File: config.mk
export PLATFORM = sky130hd
export DESIGN_NAME = month_calendar_grid_marker_flat
export DESIGN_NICKNAME = d
export VERILOG_FILES = /design/src/rtl/mcgm_pkg.sv /design/src/rtl/mcgm_if.sv /design/src/rtl/month_calendar_grid_marker.sv /design/src/rtl/mcgm_ram.sv /design/src/rtl/mcgm_div.sv /design/src/flat_wrapper.sv
export SDC_FILE = /design/constraint.sdc
export NUM_CORES = 1
export LEC_CHECK = 0
export ABC_AREA = 1
export BUFFER_PORTS_ARGS = -buffer_cell sky130_fd_sc_hd__buf_2
export CORE_UTILIZATION = 55
export CTS_CLUSTER_DIAMETER = 40
export DETAILED_ROUTE_END_ITERATION = 10
export PLACE_DENSITY = 0.79
export SYNTH_ARGS = -nofsm -noshare
export SYNTH_HDL_FRONTEND = slang
export SYNTH_HIERARCHICAL = 1
export SYNTH_SLANG_ARGS = --single-unit
export TNS_END_PERCENT = 20
File: constraint.sdc
create_clock -name i_clk -period 4 [get_ports i_clk]
set_input_delay 0.8 -clock i_clk [delete_from_list [all_inputs] [get_ports i_clk]]
set_output_delay 0.8 -clock i_clk [all_outputs]
set_load 0.02 [all_outputs]
File: src/rtl/mcgm_pkg.sv
// shared types, codes and constant tables of the month calendar grid marker
package mcgm_pkg;

    localparam int YEAR_W     = 12;
    localparam int MONTH_W    = 4;
    localparam int DAY_W      = 5;
    localparam int ACTION_W   = 2;
    localparam int STATUS_W   = 3;
    localparam int ROW_W      = 3;
    localparam int COL_W      = 3;
    localparam int HL_W       = 2;
    localparam int MD_W       = MONTH_W + DAY_W;
    localparam int DIVIDEND_W = 12;
    localparam int DIVISOR_W  = 7;
    localparam int QUO_W      = 6;
    localparam int REM_K_W    = 7;
    localparam int CENT_W     = 5;
    localparam int SUM_W      = 9;
    localparam int MTERM_W    = 6;

    localparam logic [ACTION_W-1:0] ACT_CLEAR  = 2'd0;
    localparam logic [ACTION_W-1:0] ACT_ADD    = 2'd1;
    localparam logic [ACTION_W-1:0] ACT_RENDER = 2'd2;

    localparam logic [STATUS_W-1:0] ST_CELL     = 3'd0;
    localparam logic [STATUS_W-1:0] ST_ADDED    = 3'd1;
    localparam logic [STATUS_W-1:0] ST_DUP      = 3'd2;
    localparam logic [STATUS_W-1:0] ST_FULL     = 3'd3;
    localparam logic [STATUS_W-1:0] ST_BADMARK  = 3'd4;
    localparam logic [STATUS_W-1:0] ST_BADMONTH = 3'd5;
    localparam logic [STATUS_W-1:0] ST_CLEARED  = 3'd6;

    localparam logic [HL_W-1:0] HL_NONE    = 2'd0;
    localparam logic [HL_W-1:0] HL_TODAY   = 2'd1;
    localparam logic [HL_W-1:0] HL_MARKED  = 2'd2;
    localparam logic [HL_W-1:0] HL_HOLIDAY = 2'd3;

    localparam logic [YEAR_W-1:0]    YEAR_MIN  = 12'd1970;
    localparam logic [YEAR_W-1:0]    YEAR_MAX  = 12'd2200;
    localparam logic [MONTH_W-1:0]   MONTH_MIN = 4'd1;
    localparam logic [MONTH_W-1:0]   MONTH_MAX = 4'd12;
    localparam logic [MONTH_W-1:0]   MONTH_FEB = 4'd2;
    localparam logic [MONTH_W-1:0]   MONTH_MAR = 4'd3;
    localparam logic [DAY_W-1:0]     DAYS_LEAP = 5'd29;
    localparam logic [DIVISOR_W-1:0] CENTURY   = 7'd100;
    localparam logic [DIVISOR_W-1:0] WEEK      = 7'd7;
    localparam logic [REM_K_W-1:0]   LAST_YY   = 7'd99;
    localparam logic [COL_W-1:0]     LAST_COL  = 3'd6;

    typedef enum logic [3:0] {
        S_IDLE,
        S_STAT,
        S_MARK_RD,
        S_MARK_CMP,
        S_MARK_END,
        S_DIV100,
        S_SUM,
        S_MOD7,
        S_DAY,
        S_EMIT
    } t_state;

    typedef struct packed {
        logic                  start;
        logic [DIVIDEND_W-1:0] dividend;
        logic [DIVISOR_W-1:0]  divisor;
    } t_div_req;

    typedef struct packed {
        logic                  done;
        logic [QUO_W-1:0]      quo;
        logic [DIVIDEND_W-1:0] rem;
    } t_div_rsp;

    function automatic logic [DAY_W-1:0] month_len(input logic [MONTH_W-1:0] m);
        logic [DAY_W-1:0] len;
        case (m)
            4'd2:                   len = 5'd28;
            4'd4, 4'd6, 4'd9, 4'd11: len = 5'd30;
            default:                len = 5'd31;
        endcase
        return len;
    endfunction

    // floor(13 * (m + 1) / 5) with january and february counted as months 13 and 14
    function automatic logic [MTERM_W-1:0] zeller_mterm(input logic [MONTH_W-1:0] m);
        logic [MTERM_W-1:0] t;
        case (m)
            4'd1:    t = 6'd36;
            4'd2:    t = 6'd39;
            4'd3:    t = 6'd10;
            4'd4:    t = 6'd13;
            4'd5:    t = 6'd15;
            4'd6:    t = 6'd18;
            4'd7:    t = 6'd20;
            4'd8:    t = 6'd23;
            4'd9:    t = 6'd26;
            4'd10:   t = 6'd28;
            4'd11:   t = 6'd31;
            4'd12:   t = 6'd33;
            default: t = 6'd0;
        endcase
        return t;
    endfunction

    function automatic logic on_holiday(input logic [MONTH_W-1:0] m,
                                        input logic [DAY_W-1:0] d);
        logic hit;
        case (m)
            4'd1:    hit = (d >= 5'd1)  && (d <= 5'd3);
            4'd2:    hit = (d >= 5'd10) && (d <= 5'd17);
            4'd4:    hit = (d >= 5'd4)  && (d <= 5'd6);
            4'd5:    hit = (d >= 5'd1)  && (d <= 5'd5);
            4'd6:    hit = (d >= 5'd10) && (d <= 5'd12);
            4'd10:   hit = (d >= 5'd1)  && (d <= 5'd7);
            default: hit = 1'b0;
        endcase
        return hit;
    endfunction

endpackage

File: src/rtl/mcgm_if.sv
// valid/ready channel interfaces for requests and results

interface mcgm_in_if;
    import mcgm_pkg::*;
    logic                valid;
    logic                ready;
    logic [ACTION_W-1:0] action;
    logic [YEAR_W-1:0]   year;
    logic [MONTH_W-1:0]  month;
    logic [DAY_W-1:0]    day;

    modport source (output valid, action, year, month, day, input ready);
    modport sink   (input valid, action, year, month, day, output ready);
endinterface

interface mcgm_out_if;
    import mcgm_pkg::*;
    logic                valid;
    logic                ready;
    logic [STATUS_W-1:0] status;
    logic [ROW_W-1:0]    grid_row;
    logic [COL_W-1:0]    grid_col;
    logic [DAY_W-1:0]    day_number;
    logic [HL_W-1:0]     highlight;
    logic                last;

    modport source (output valid, status, grid_row, grid_col, day_number, highlight, last,
                    input ready);
    modport sink   (input valid, status, grid_row, grid_col, day_number, highlight, last,
                    output ready);
endinterface

File: src/rtl/month_calendar_grid_marker.sv
// top level of the month calendar grid marker: sequencer, mark list and result register
//
// Requests arrive on i_in (action, year, month, day) and results leave on o_out,
// both valid/ready channels; a transaction moves when valid and ready are high.
// Clear and add give one status result; render gives one cell result per day of
// the month, the final one flagged by last; a bad year or month gives one status
// result instead. Action 3 is dropped with no result. i_in.ready is high only
// while the sequencer is idle; one request is worked on at a time. Timing is set
// by the shared compare/subtract unit and the single read port of the mark list:
// add scans the marks until a match or the end of the list; render divides the
// year by 100 and the Zeller sum by 7 through repeated subtraction, then scans
// the marks for each day of the month, stopping at a match. Results sit in an
// output register; while o_out.ready is low the sequencer holds at the next
// result and the request side stays closed until the last result is loaded.
// Reset empties the mark list (count to zero), drops any pending result and
// returns the sequencer to idle.
module month_calendar_grid_marker #(
    parameter int MARK_SLOTS = 16
) (
    input  logic        i_clk,
    input  logic        i_rst_n,
    mcgm_in_if.sink     i_in,
    mcgm_out_if.source  o_out
);
    import mcgm_pkg::*;

    localparam int CW = $clog2(MARK_SLOTS + 1);
    localparam int IW = MARK_SLOTS > 1 ? $clog2(MARK_SLOTS) : 1;

    t_state               r_state, n_state;
    logic [YEAR_W-1:0]    r_year, n_year;
    logic [MONTH_W-1:0]   r_month, n_month;
    logic [DAY_W-1:0]     r_day, n_day;
    logic [CW-1:0]        r_count, n_count;
    logic [CW-1:0]        r_idx, n_idx;
    logic                 r_hit, n_hit;
    logic                 r_render, n_render;
    logic [MD_W-1:0]      r_md, n_md;
    logic [REM_K_W-1:0]   r_k, n_k;
    logic [CENT_W-1:0]    r_j, n_j;
    logic [DAY_W-1:0]     r_cur, n_cur;
    logic [DAY_W-1:0]     r_total, n_total;
    logic [ROW_W-1:0]     r_row, n_row;
    logic [COL_W-1:0]     r_col, n_col;
    logic [STATUS_W-1:0]  r_status, n_status;

    logic                 r_ov, n_ov;
    logic [STATUS_W-1:0]  r_o_status, n_o_status;
    logic [ROW_W-1:0]     r_o_row, n_o_row;
    logic [COL_W-1:0]     r_o_col, n_o_col;
    logic [DAY_W-1:0]     r_o_day, n_o_day;
    logic [HL_W-1:0]      r_o_hl, n_o_hl;
    logic                 r_o_last, n_o_last;

    t_div_req             w_div_req;
    t_div_rsp             w_div_rsp;
    logic                 w_ram_we;
    logic [MD_W-1:0]      w_ram_rdata;
    logic                 w_out_free;
    logic                 w_leap;
    logic [SUM_W-1:0]     w_sum;
    logic                 w_match;

    mcgm_div u_div (
        .i_clk   (i_clk),
        .i_rst_n (i_rst_n),
        .i_req   (w_div_req),
        .o_rsp   (w_div_rsp)
    );

    mcgm_ram #(
        .WIDTH (MD_W),
        .DEPTH (MARK_SLOTS)
    ) u_marks (
        .i_clk   (i_clk),
        .i_we    (w_ram_we),
        .i_waddr (r_count[IW-1:0]),
        .i_wdata (r_md),
        .i_raddr (r_idx[IW-1:0]),
        .o_rdata (w_ram_rdata)
    );

    assign w_out_free = !r_ov || o_out.ready;
    assign w_match    = w_ram_rdata == r_md;

    // the +1 of the congruence and the +6 that moves saturday to sunday cancel mod 7
    assign w_sum = SUM_W'(zeller_mterm(r_month)) + SUM_W'(r_k) + SUM_W'(r_k >> 2)
                 + SUM_W'(r_j >> 2) + SUM_W'({r_j, 2'b00}) + SUM_W'(r_j);

    // stored year is already one less for january and february
    assign w_leap = (r_year[1:0] == 2'd3) && ((r_k != LAST_YY) || (r_j[1:0] == 2'd3));

    always_comb begin
        n_state    = r_state;
        n_year     = r_year;
        n_month    = r_month;
        n_day      = r_day;
        n_count    = r_count;
        n_idx      = r_idx;
        n_hit      = r_hit;
        n_render   = r_render;
        n_md       = r_md;
        n_k        = r_k;
        n_j        = r_j;
        n_cur      = r_cur;
        n_total    = r_total;
        n_row      = r_row;
        n_col      = r_col;
        n_status   = r_status;
        n_ov       = r_ov && !o_out.ready;
        n_o_status = r_o_status;
        n_o_row    = r_o_row;
        n_o_col    = r_o_col;
        n_o_day    = r_o_day;
        n_o_hl     = r_o_hl;
        n_o_last   = r_o_last;
        w_div_req  = '0;
        w_ram_we   = 1'b0;

        unique case (r_state)
            S_IDLE: begin
                if (i_in.valid) begin
                    n_month = i_in.month;
                    n_day   = i_in.day;
                    n_md    = {i_in.month, i_in.day};
                    n_idx   = '0;
                    n_hit   = 1'b0;
                    case (i_in.action)
                        ACT_CLEAR: begin
                            n_count  = '0;
                            n_status = ST_CLEARED;
                            n_state  = S_STAT;
                        end
                        ACT_ADD: begin
                            n_render = 1'b0;
                            if (i_in.month < MONTH_MIN || i_in.month > MONTH_MAX
                                || i_in.day == '0) begin
                                n_status = ST_BADMARK;
                                n_state  = S_STAT;
                            end else if (r_count == '0) begin
                                n_state = S_MARK_END;
                            end else begin
                                n_state = S_MARK_RD;
                            end
                        end
                        ACT_RENDER: begin
                            n_render = 1'b1;
                            if (i_in.year < YEAR_MIN || i_in.year > YEAR_MAX
                                || i_in.month < MONTH_MIN || i_in.month > MONTH_MAX) begin
                                n_status = ST_BADMONTH;
                                n_state  = S_STAT;
                            end else begin
                                n_year = (i_in.month < MONTH_MAR) ?
                                         i_in.year - YEAR_W'(1) : i_in.year;
                                w_div_req.start    = 1'b1;
                                w_div_req.dividend = DIVIDEND_W'(n_year);
                                w_div_req.divisor  = CENTURY;
                                n_state = S_DIV100;
                            end
                        end
                        default: begin
                            n_state = S_IDLE;
                        end
                    endcase
                end
            end
            S_STAT: begin
                if (w_out_free) begin
                    n_ov       = 1'b1;
                    n_o_status = r_status;
                    n_o_row    = '0;
                    n_o_col    = '0;
                    n_o_day    = '0;
                    n_o_hl     = HL_NONE;
                    n_o_last   = 1'b1;
                    n_state    = S_IDLE;
                end
            end
            S_MARK_RD: begin
                n_state = S_MARK_CMP;
            end
            S_MARK_CMP: begin
                if (w_match) begin
                    n_hit = 1'b1;
                end
                if (w_match || (r_idx + CW'(1) == r_count)) begin
                    n_state = r_render ? S_EMIT : S_MARK_END;
                end else begin
                    n_idx   = r_idx + CW'(1);
                    n_state = S_MARK_RD;
                end
            end
            S_MARK_END: begin
                if (r_hit) begin
                    n_status = ST_DUP;
                end else if (r_count == CW'(MARK_SLOTS)) begin
                    n_status = ST_FULL;
                end else begin
                    w_ram_we = 1'b1;
                    n_count  = r_count + CW'(1);
                    n_status = ST_ADDED;
                end
                n_state = S_STAT;
            end
            S_DIV100: begin
                if (w_div_rsp.done) begin
                    n_k     = w_div_rsp.rem[REM_K_W-1:0];
                    n_j     = w_div_rsp.quo[CENT_W-1:0];
                    n_state = S_SUM;
                end
            end
            S_SUM: begin
                w_div_req.start    = 1'b1;
                w_div_req.dividend = DIVIDEND_W'(w_sum);
                w_div_req.divisor  = WEEK;
                n_total = (r_month == MONTH_FEB && w_leap) ? DAYS_LEAP : month_len(r_month);
                n_state = S_MOD7;
            end
            S_MOD7: begin
                if (w_div_rsp.done) begin
                    n_col   = w_div_rsp.rem[COL_W-1:0];
                    n_row   = '0;
                    n_cur   = DAY_W'(1);
                    n_state = S_DAY;
                end
            end
            S_DAY: begin
                n_md    = {r_month, r_cur};
                n_idx   = '0;
                n_hit   = 1'b0;
                n_state = (r_count == '0) ? S_EMIT : S_MARK_RD;
            end
            S_EMIT: begin
                if (w_out_free) begin
                    n_ov       = 1'b1;
                    n_o_status = ST_CELL;
                    n_o_row    = r_row;
                    n_o_col    = r_col;
                    n_o_day    = r_cur;
                    n_o_last   = r_cur == r_total;
                    if (r_cur == r_day) begin
                        n_o_hl = HL_TODAY;
                    end else if (r_hit) begin
                        n_o_hl = HL_MARKED;
                    end else if (on_holiday(r_month, r_cur)) begin
                        n_o_hl = HL_HOLIDAY;
                    end else begin
                        n_o_hl = HL_NONE;
                    end
                    if (r_cur == r_total) begin
                        n_state = S_IDLE;
                    end else begin
                        n_cur = r_cur + DAY_W'(1);
                        if (r_col == LAST_COL) begin
                            n_col = '0;
                            n_row = r_row + ROW_W'(1);
                        end else begin
                            n_col = r_col + COL_W'(1);
                        end
                        n_state = S_DAY;
                    end
                end
            end
            default: begin
                n_state = S_IDLE;
            end
        endcase
    end

    always_ff @(posedge i_clk) begin
        if (!i_rst_n) begin
            r_state <= S_IDLE;
            r_count <= '0;
            r_ov    <= 1'b0;
        end else begin
            r_state <= n_state;
            r_count <= n_count;
            r_ov    <= n_ov;
        end
    end

    always_ff @(posedge i_clk) begin
        r_year     <= n_year;
        r_month    <= n_month;
        r_day      <= n_day;
        r_idx      <= n_idx;
        r_hit      <= n_hit;
        r_render   <= n_render;
        r_md       <= n_md;
        r_k        <= n_k;
        r_j        <= n_j;
        r_cur      <= n_cur;
        r_total    <= n_total;
        r_row      <= n_row;
        r_col      <= n_col;
        r_status   <= n_status;
        r_o_status <= n_o_status;
        r_o_row    <= n_o_row;
        r_o_col    <= n_o_col;
        r_o_day    <= n_o_day;
        r_o_hl     <= n_o_hl;
        r_o_last   <= n_o_last;
    end

    assign i_in.ready       = r_state == S_IDLE;
    assign o_out.valid      = r_ov;
    assign o_out.status     = r_o_status;
    assign o_out.grid_row   = r_o_row;
    assign o_out.grid_col   = r_o_col;
    assign o_out.day_number = r_o_day;
    assign o_out.highlight  = r_o_hl;
    assign o_out.last       = r_o_last;

    a_count_range: assert property (@(posedge i_clk) disable iff (!i_rst_n)
        r_count <= CW'(MARK_SLOTS))
        else $error("mark count beyond list size");

    a_write_room: assert property (@(posedge i_clk) disable iff (!i_rst_n)
        w_ram_we |-> r_count < CW'(MARK_SLOTS))
        else $error("mark written into a full list");

    a_status_last: assert property (@(posedge i_clk) disable iff (!i_rst_n)
        (o_out.valid && o_out.status != ST_CELL) |-> (o_out.last && o_out.day_number == '0))
        else $error("status transaction not flagged last");

    a_cell_place: assert property (@(posedge i_clk) disable iff (!i_rst_n)
        (o_out.valid && o_out.status == ST_CELL)
        |-> (o_out.grid_col <= LAST_COL && o_out.day_number != '0))
        else $error("cell transaction outside the grid");

    a_no_load_stall: assert property (@(posedge i_clk) disable iff (!i_rst_n)
        (r_ov && !o_out.ready) |=> (r_ov && $stable(r_o_day) && $stable(r_o_status)))
        else $error("pending result overwritten");
endmodule

File: src/rtl/mcgm_ram.sv
// generic single write port ram with registered read
module mcgm_ram #(
    parameter int WIDTH = 9,
    parameter int DEPTH = 16
) (
    input  logic                                    i_clk,
    input  logic                                    i_we,
    input  logic [(DEPTH > 1 ? $clog2(DEPTH) : 1)-1:0] i_waddr,
    input  logic [WIDTH-1:0]                        i_wdata,
    input  logic [(DEPTH > 1 ? $clog2(DEPTH) : 1)-1:0] i_raddr,
    output logic [WIDTH-1:0]                        o_rdata
);
    logic [WIDTH-1:0] r_mem [DEPTH];
    logic [WIDTH-1:0] r_rdata;

    always_ff @(posedge i_clk) begin
        if (i_we) begin
            r_mem[i_waddr] <= i_wdata;
        end
        r_rdata <= r_mem[i_raddr];
    end

    assign o_rdata = r_rdata;
endmodule

File: src/rtl/mcgm_div.sv
// shared compare and subtract unit, one repeated-subtraction step per cycle
module mcgm_div (
    input  logic              i_clk,
    input  logic              i_rst_n,
    input  mcgm_pkg::t_div_req i_req,
    output mcgm_pkg::t_div_rsp o_rsp
);
    import mcgm_pkg::*;

    logic                  r_busy, n_busy;
    logic [DIVIDEND_W-1:0] r_acc, n_acc;
    logic [DIVISOR_W-1:0]  r_div, n_div;
    logic [QUO_W-1:0]      r_quo, n_quo;
    logic                  w_fits;

    assign w_fits = r_acc >= DIVIDEND_W'(r_div);

    always_comb begin
        n_busy = r_busy;
        n_acc  = r_acc;
        n_div  = r_div;
        n_quo  = r_quo;
        if (i_req.start) begin
            n_busy = 1'b1;
            n_acc  = i_req.dividend;
            n_div  = i_req.divisor;
            n_quo  = '0;
        end else if (r_busy) begin
            if (w_fits) begin
                n_acc = r_acc - DIVIDEND_W'(r_div);
                n_quo = r_quo + QUO_W'(1);
            end else begin
                n_busy = 1'b0;
            end
        end
    end

    always_ff @(posedge i_clk) begin
        if (!i_rst_n) begin
            r_busy <= 1'b0;
        end else begin
            r_busy <= n_busy;
        end
    end

    always_ff @(posedge i_clk) begin
        r_acc <= n_acc;
        r_div <= n_div;
        r_quo <= n_quo;
    end

    assign o_rsp.done = r_busy && !w_fits;
    assign o_rsp.quo  = r_quo;
    assign o_rsp.rem  = r_acc;
endmodule

File: src/flat_wrapper.sv
// flat-port wrapper written by rule: the top's interface ports become plain ports
module month_calendar_grid_marker_flat import mcgm_pkg::*;
#(
    parameter int MARK_SLOTS = 16
)
  (i_clk, i_rst_n, i_in_valid, i_in_action, i_in_year, i_in_month, i_in_day, i_in_ready, o_out_valid, o_out_status, o_out_grid_row, o_out_grid_col, o_out_day_number, o_out_highlight, o_out_last, o_out_ready);
  mcgm_in_if i_in_i ();
  mcgm_out_if o_out_i ();
  input  logic i_clk;
  input  logic i_rst_n;
  input wire logic [$bits(i_in_i.valid)-1:0] i_in_valid;
  input wire logic [$bits(i_in_i.action)-1:0] i_in_action;
  input wire logic [$bits(i_in_i.year)-1:0] i_in_year;
  input wire logic [$bits(i_in_i.month)-1:0] i_in_month;
  input wire logic [$bits(i_in_i.day)-1:0] i_in_day;
  output wire logic [$bits(i_in_i.ready)-1:0] i_in_ready;
  output wire logic [$bits(o_out_i.valid)-1:0] o_out_valid;
  output wire logic [$bits(o_out_i.status)-1:0] o_out_status;
  output wire logic [$bits(o_out_i.grid_row)-1:0] o_out_grid_row;
  output wire logic [$bits(o_out_i.grid_col)-1:0] o_out_grid_col;
  output wire logic [$bits(o_out_i.day_number)-1:0] o_out_day_number;
  output wire logic [$bits(o_out_i.highlight)-1:0] o_out_highlight;
  output wire logic [$bits(o_out_i.last)-1:0] o_out_last;
  input wire logic [$bits(o_out_i.ready)-1:0] o_out_ready;
  assign i_in_i.valid = i_in_valid;
  assign i_in_i.action = i_in_action;
  assign i_in_i.year = i_in_year;
  assign i_in_i.month = i_in_month;
  assign i_in_i.day = i_in_day;
  assign i_in_ready = i_in_i.ready;
  assign o_out_valid = o_out_i.valid;
  assign o_out_status = o_out_i.status;
  assign o_out_grid_row = o_out_i.grid_row;
  assign o_out_grid_col = o_out_i.grid_col;
  assign o_out_day_number = o_out_i.day_number;
  assign o_out_highlight = o_out_i.highlight;
  assign o_out_last = o_out_i.last;
  assign o_out_i.ready = o_out_ready;
  month_calendar_grid_marker #(.MARK_SLOTS(MARK_SLOTS)) u_core (.i_clk(i_clk), .i_rst_n(i_rst_n), .i_in(i_in_i), .o_out(o_out_i));
endmodule
==> impl_metrics.toml, run 1 <==
[floorplanning]
design.die.area_um2 = 25800
core_area_um2 = 24500
initial_core_util_pct = 56.5
rows = 57
ios = 46
fp.dieH_um = 161
die_x_um = 161

[timing]
setup_ws_ns = 0.229
period_share_pct = 94.3
relSlewSlack_pct = 33.2
worst_pin_slew_ns = 0.998
setup_tns_ns = 0
skew_ns = 0.0156
finalSetupViolCount = 0
max_freq_mhz = 265
hold_ws_ns = 0.484
slew_viol_final = 0
post-route-min-period_ns = 3.77
hold_viol = 0

[synth]
ys_warn_count = 6
syn_inst = 1493
synthesis.area_um2 = 13800
synth.avg_cell_area_um2 = 9.26

[worst_setup_path]
cp.required_ns = 4.25
path_common_cell = "nand2_1"
cp_cell_sequence = "inv_1 > fa_1 > inv_1 > fa_1 > inv_1 > fa_1 > inv_1 > ha_2 > nand2_1 > nand2_1 > a31oi_4 > inv_1 > nand2_1 > nand2_1 > a21oi_2 > nand2_1 > nand2_1 > o22ai_1 > nor2_1 > a31oi_1"
reg2reg_from = "u_core/r_k[2]"
end_kind = "flip-flop"
cp.arrival_ns = 4.02
path_max_fanout = 5
startpoint = "u_core/r_k[2]"
start_kind = "flip-flop"
path_class = "reg2reg"
cp_slowest_cell = "fa_1"
crit_path_max_incr_delay_ns = 0.54
reg2reg_slack_ns = 0.23

[placed_design]
dpl_worst_slack_ns = 0.124
post-dp-hpwl_um = 20900
gp_congestion = 0.890
numPortBuffers = 45

[global_routing]
grtUsageTotal_pct = 24.6
grt_overflow = 0
grt_pass1_wl_um = 49500
grt_pass1_vias = 10000
antenna_found_initial = 0
grt_max_degree = 73

[clock_network]
clock_latency_ns = 0.52
cts_buffer_depth = 3
clk_pin_slew_ns = 0.06
post_cts_buffers = 0
htreeDepth = 2
cts_made_buffers = 34
clkSinkCount = 266
cts_tree = "yes"
cts_root_buf = "clkbuf_16"

[routing]
drcViolationCount = 0
drt_iter0_markers = 993
route.detailed.wl_per_inst_um = 16.3
firstDrtPassIters = 8
vias_per_cell = 5.40
vias = 10300
drt-total-wl_um = 30900
final_antenna_net_count = 0

[pwr]
ir_worst_vdd_mv = 0.345
clockPowerShare_pct = 41.4
sw_frac_of_total_pct = 26.7
switchingPower_w = 0.00188
power_frac_seq_pct = 46.1
cell_internal_pwr_w = 0.00516
powerDensity_nw_per_um2 = 457
p_leak_nw = 6.71
combPwrFrac_pct = 12.5

[run]
maxCapViolCount = 0

[finish]
nNetsFinal = 1636
final_core_util_pct = 63.0
antenna_cells = 0
post_route_cells_drive_above_1_share_pct = 9.89
area_growth_pct = 11.5
nFillCells = 1920

[hold_path]
hold_path.class = "reg2reg"
min_from = "u_core/u_div/r_quo[4]"

[status]
status = "completed"
==> worst max-delay path, delay by kind of cell (launching register included) <==
family	cells	cell delay (ns)
DFF	1	0.38
adders and majority gates	4	1.83
buffers and inverters	5	0.31
AOI/OAI and AO/OA	4	0.45
and+or+nand+nor	7	0.52
==> final timing paths <==
kind                            to  cells after the start
max          u_core/u_div/r_acc[5]                     20
min                  u_core/r_j[4]                      0
max reg2reg  u_core/u_div/r_acc[5]                     20
min reg2reg          u_core/r_j[4]                      0
==> timing repair <==
item	4_1_cts	5_1_grt
hold endpoints to repair	0	0
setup endpoints to repair	0	3
hold buffers	0	0
resized for setup	0	5
==> metrics by stage <==
step	cells	cell area, µm²	power, W
floorplan	1494	13800	0.00392
global placement	1839	14300	0.00411
detailed placement	1839	14300	0.00415
CTS	1901	15400	0.00707
global route	1901	15400	0.00732
finish	1901	15400	0.00704
==> cell usage in the layout, fill, tap and decap left out, types with 5 or more instances in the layout <==
cell type,instances
buf_4,11
clkinv_1,10
nor3_1,13
edfxtp_1,235
ha_1,38
xnor2_1,13
clkinv_2,5
clkinvlp_4,6
nand2_2,6
nand3_1,169
xor2_1,7
nand3b_1,5
clkbuf_16,34
inv_2,8
inv_1,262
nand2_1,381
o22ai_1,5
fa_1,19
inv_6,5
buf_2,45
a21oi_1,33
dfxtp_1,31
nand4_1,9
nor2_1,117
or2_2,6
o21ai_0,33
==> area by class of cell <==
cell class	instances	area, µm²	area share [%]
Multi-Input combinational cell	915	4880	31.7
Clock buffer	36	858	5.57
Sequential cell	266	7680	49.8
Inverter	278	1050	6.82
Timing Repair Buffer	56	308	2.00
Clock inverter	26	234	1.52
Tap cell	324	405	2.63
==> power by group through the flow <==
stage	registers [W]	clock network [W]	logic (W)
finish	0.00325	0.00292	0.000882
global route	0.00326	0.00307	0.000991
CTS	0.00325	0.00296	0.000856
detailed placement	0.00330	0	0.000850
global placement	0.00330	0	0.000815
floorplan	0.00327	0	0.000650
==> flip-flops by register name, indices dropped and copies added (netlist names), 7 cells and up, named ones only <==
| signal | flops |
|---|---|
| u_core/u_marks/o_rdata | 9 |
| u_core/u_div/r_div | 7 |
| u_core/u_marks/r_mem | 144 |
| u_core/r_k | 7 |
| u_core/r_md | 9 |
| u_core/u_div/r_acc | 12 |
==> metal layers <==
| metal | up-vias | GRT usage [%] | wire [µm] |
|---|---|---|---|
| met4 | 0 | 12.0 | 1240 |
| met1 | 4815 | 30.6 | 12400 |
| met2 | 400 | 41.2 | 15100 |
| li1 | 4961 | - | - |
| met3 | 95 | 4.62 | 2250 |
| met5 | - | 0 | 0 |
Note: power is estimated with default switching activity, not from simulation.
==> run 2: changes to the inputs <==
--- a/config.mk
+++ b/config.mk
@@ -7,10 +7,12 @@
 export LEC_CHECK = 0
 export ABC_AREA = 1
 export BUFFER_PORTS_ARGS = -buffer_cell sky130_fd_sc_hd__buf_2
+export CORE_ASPECT_RATIO = 2
 export CORE_UTILIZATION = 55
 export CTS_CLUSTER_DIAMETER = 40
 export DETAILED_ROUTE_END_ITERATION = 10
 export PLACE_DENSITY = 0.79
+export SLEW_MARGIN = 10
 export SYNTH_ARGS = -nofsm -noshare
 export SYNTH_HDL_FRONTEND = slang
 export SYNTH_HIERARCHICAL = 1
==> run 2 against run 1 <==
Die area is 0.15% higher. Fmax rose by 0.26%. Cell area down 1.6%. Clock power is 22% lower. Sequential share of layout area up 0.80 points. Clock skew increased by 0.0020 ns. Register-to-register slack barely moved. Setup slack better by 0.0099 ns. Sequential power hardly changed. Critical path type unchanged.
==> impl_metrics.toml, run 2 (synthesis results as in run 1) <==
[timing]
finalSetupViolCount = 0
slew_viol_final = 0
worst_pin_slew_ns = 1.01
hold_viol = 0
period_share_pct = 94.0
relSlewSlack_pct = 32.2
setup_tns_ns = 0
max_freq_mhz = 266
setup_ws_ns = 0.239
rsz0062_at_grt = "false"
skew_ns = 0.0176
post-route-min-period_ns = 3.76

[global_routing]
antenna_found_initial = 0
grt_pass1_wl_um = 51800
grt_overflow = 0
grt_max_degree = 73
grt_pass1_vias = 10100
grtUsageTotal_pct = 26.9

[routing]
vias = 10200
met3_length_um = 1430
vias_per_cell = 5.39
drt-total-wl_um = 33700
routed-wl-met2_um = 19000
route.detailed.wl_per_inst_um = 17.7
final_antenna_net_count = 0
drcViolationCount = 0
met1_length_um = 10800
drt_iter0_markers = 852
highest_layer = "met4"
firstDrtPassIters = 5

[floorplanning]
fp.dieH_um = 226
design.die.area_um2 = 25800
die_x_um = 114
initial_core_util_pct = 56.4
ios = 46
core_area_um2 = 24500
rows = 81

[finish]
reg.largest.list = "u_core/u_marks/r_mem: 144 flops, u_core/u_div/r_acc: 12 flops"
largest_reg_flops = 144
nFillCells = 2043
final_core_util_pct = 61.9
final_common_cell = "nand2_1"
area_growth_pct = 9.75
antenna_cells = 0
layout_common_cells = "381 x nand2_1, 260 x inv_1, 235 x edfxtp_1, 169 x nand3_1, 117 x nor2_1"
post_route_cells_drive_above_1_share_pct = 9.25
nNetsFinal = 1635
stdcell_area_um2 = 15200
top_register = "u_core/u_marks/r_mem"

[clock_network]
cts_made_buffers = 25
cts_root_buf = "clkbuf_16"
clock_latency_ns = 0.53
clkSinkCount = 266
cts_tree = "yes"
htreeDepth = 1
cts_buffer_depth = 3
clk_pin_slew_ns = 0.06

[hold_path]
hold_path_end = "u_core/r_k[3]"
min_from = "u_core/u_div/r_acc[3]"
hold_path.class = "reg2reg"
min_path_cells = 0

[pwr]
ir_worst_vdd_mv = 0.271
powerDensity_nw_per_um2 = 425
p_leak_nw = 6.60

[worst_setup_path]
crit_path_max_incr_delay_ns = 0.57
reg2reg_slack_ns = 0.24
cp_slowest_cell = "fa_1"
r2r_end = "u_core/u_div/r_acc[5]"
cp.arrival_ns = 4.03
cp.required_ns = 4.27
reg2reg_from = "u_core/r_j[0]"
end_kind = "flip-flop"
path_class = "reg2reg"
start_kind = "flip-flop"
path_common_cell = "nand2_1"
cp_cell_sequence = "fa_1 > inv_1 > fa_1 > fa_1 > inv_1 > ha_1 > or2_2 > a31oi_4 > inv_1 > nand2_1 > nand2_1 > a21oi_2 > nand2_1 > nand2_1 > o22ai_1 > nor2_1 > a31oi_1"
rr_worst_depth = 17
path_max_fanout = 3

[placed_design]
dpl_worst_slack_ns = 0.0913
numPortBuffers = 45
place_area_um2 = 14400
post-dp-hpwl_um = 24500
gp_congestion = 0.926

[status]
status = "completed"

[run]
maxCapViolCount = 0
## run 2: cell types whose count changed in the layout (fill, tap and decap cells not counted), sizes merged
cell      previous run  this run
clkinv              19        13
clkbuf              36        33
buf                 56        64
clkinvlp             6         1
inv                277       275
bufinv               2         1
## run 2: routing by layer
metal | global-route usage, % | vias to the layer above
met5 | 0 | -
met4 | 19.1 | 0
met3 | 2.98 | 119
met2 | 52.7 | 367
met1 | 24.9 | 4811
li1 | - | 4943
## run 2: through the flow
stage	hold WS, ns	instances	power [W]
after floorplan	0.433	1494	0.00392
after global placement	0.450	1855	0.00415
after detailed placement	0.447	1855	0.00418
after CTS	0.459	1900	0.00643
after global routing	0.457	1900	0.00669
final	0.459	1900	0.00645
## run 2: layout make-up
cell class                      instances  area [µm²]  share of cell area (%)
Multi-Input combinational cell        915        4890                    32.2
Sequential cell                       266        7680                    50.6
Tap cell                              332         415                    2.74
Inverter                              278        1050                    6.93
Timing Repair Buffer                   64         368                    2.42
Clock inverter                         12         120                   0.792
Clock buffer                           33         656                    4.32
## run 2: how the worst max path moves through the flow
stage,cells past startpoint,endpoint,startpoint
after floorplan,20,u_core/u_div/r_acc[5],u_core/r_k[2]
after global placement,20,u_core/u_div/r_acc[5],u_core/r_k[2]
after detailed placement,16,u_core/u_div/r_acc[8],u_core/r_k[3]
after CTS,16,u_core/u_div/r_acc[8],u_core/r_k[3]
after global routing,19,u_core/u_div/r_acc[6],u_core/r_k[1]
final,17,u_core/u_div/r_acc[5],u_core/r_j[0]
## run 2: worst max-delay path, delay by kind of cell (launching register included)
kind	cells	cell delay (ns)
AOI/OAI and AO/OA	4	0.45
adders and majority gates	4	1.73
buffers and inverters	3	0.21
DFF	1	0.45
and+or+nand+nor	6	0.67
## run 2: repair_timing
item | CTS | global route
setup buffers | 0 | 0
hold buffers | 0 | 0
gates resized for setup | 0 | 8
endpoints found under the setup margin | 0 | 4
## run 2: power breakdown
group / switching, W / internal, W
logic: 0.000631 / 0.000314
registers: 0.0000904 / 0.00314
clock network: 0.00103 / 0.00124
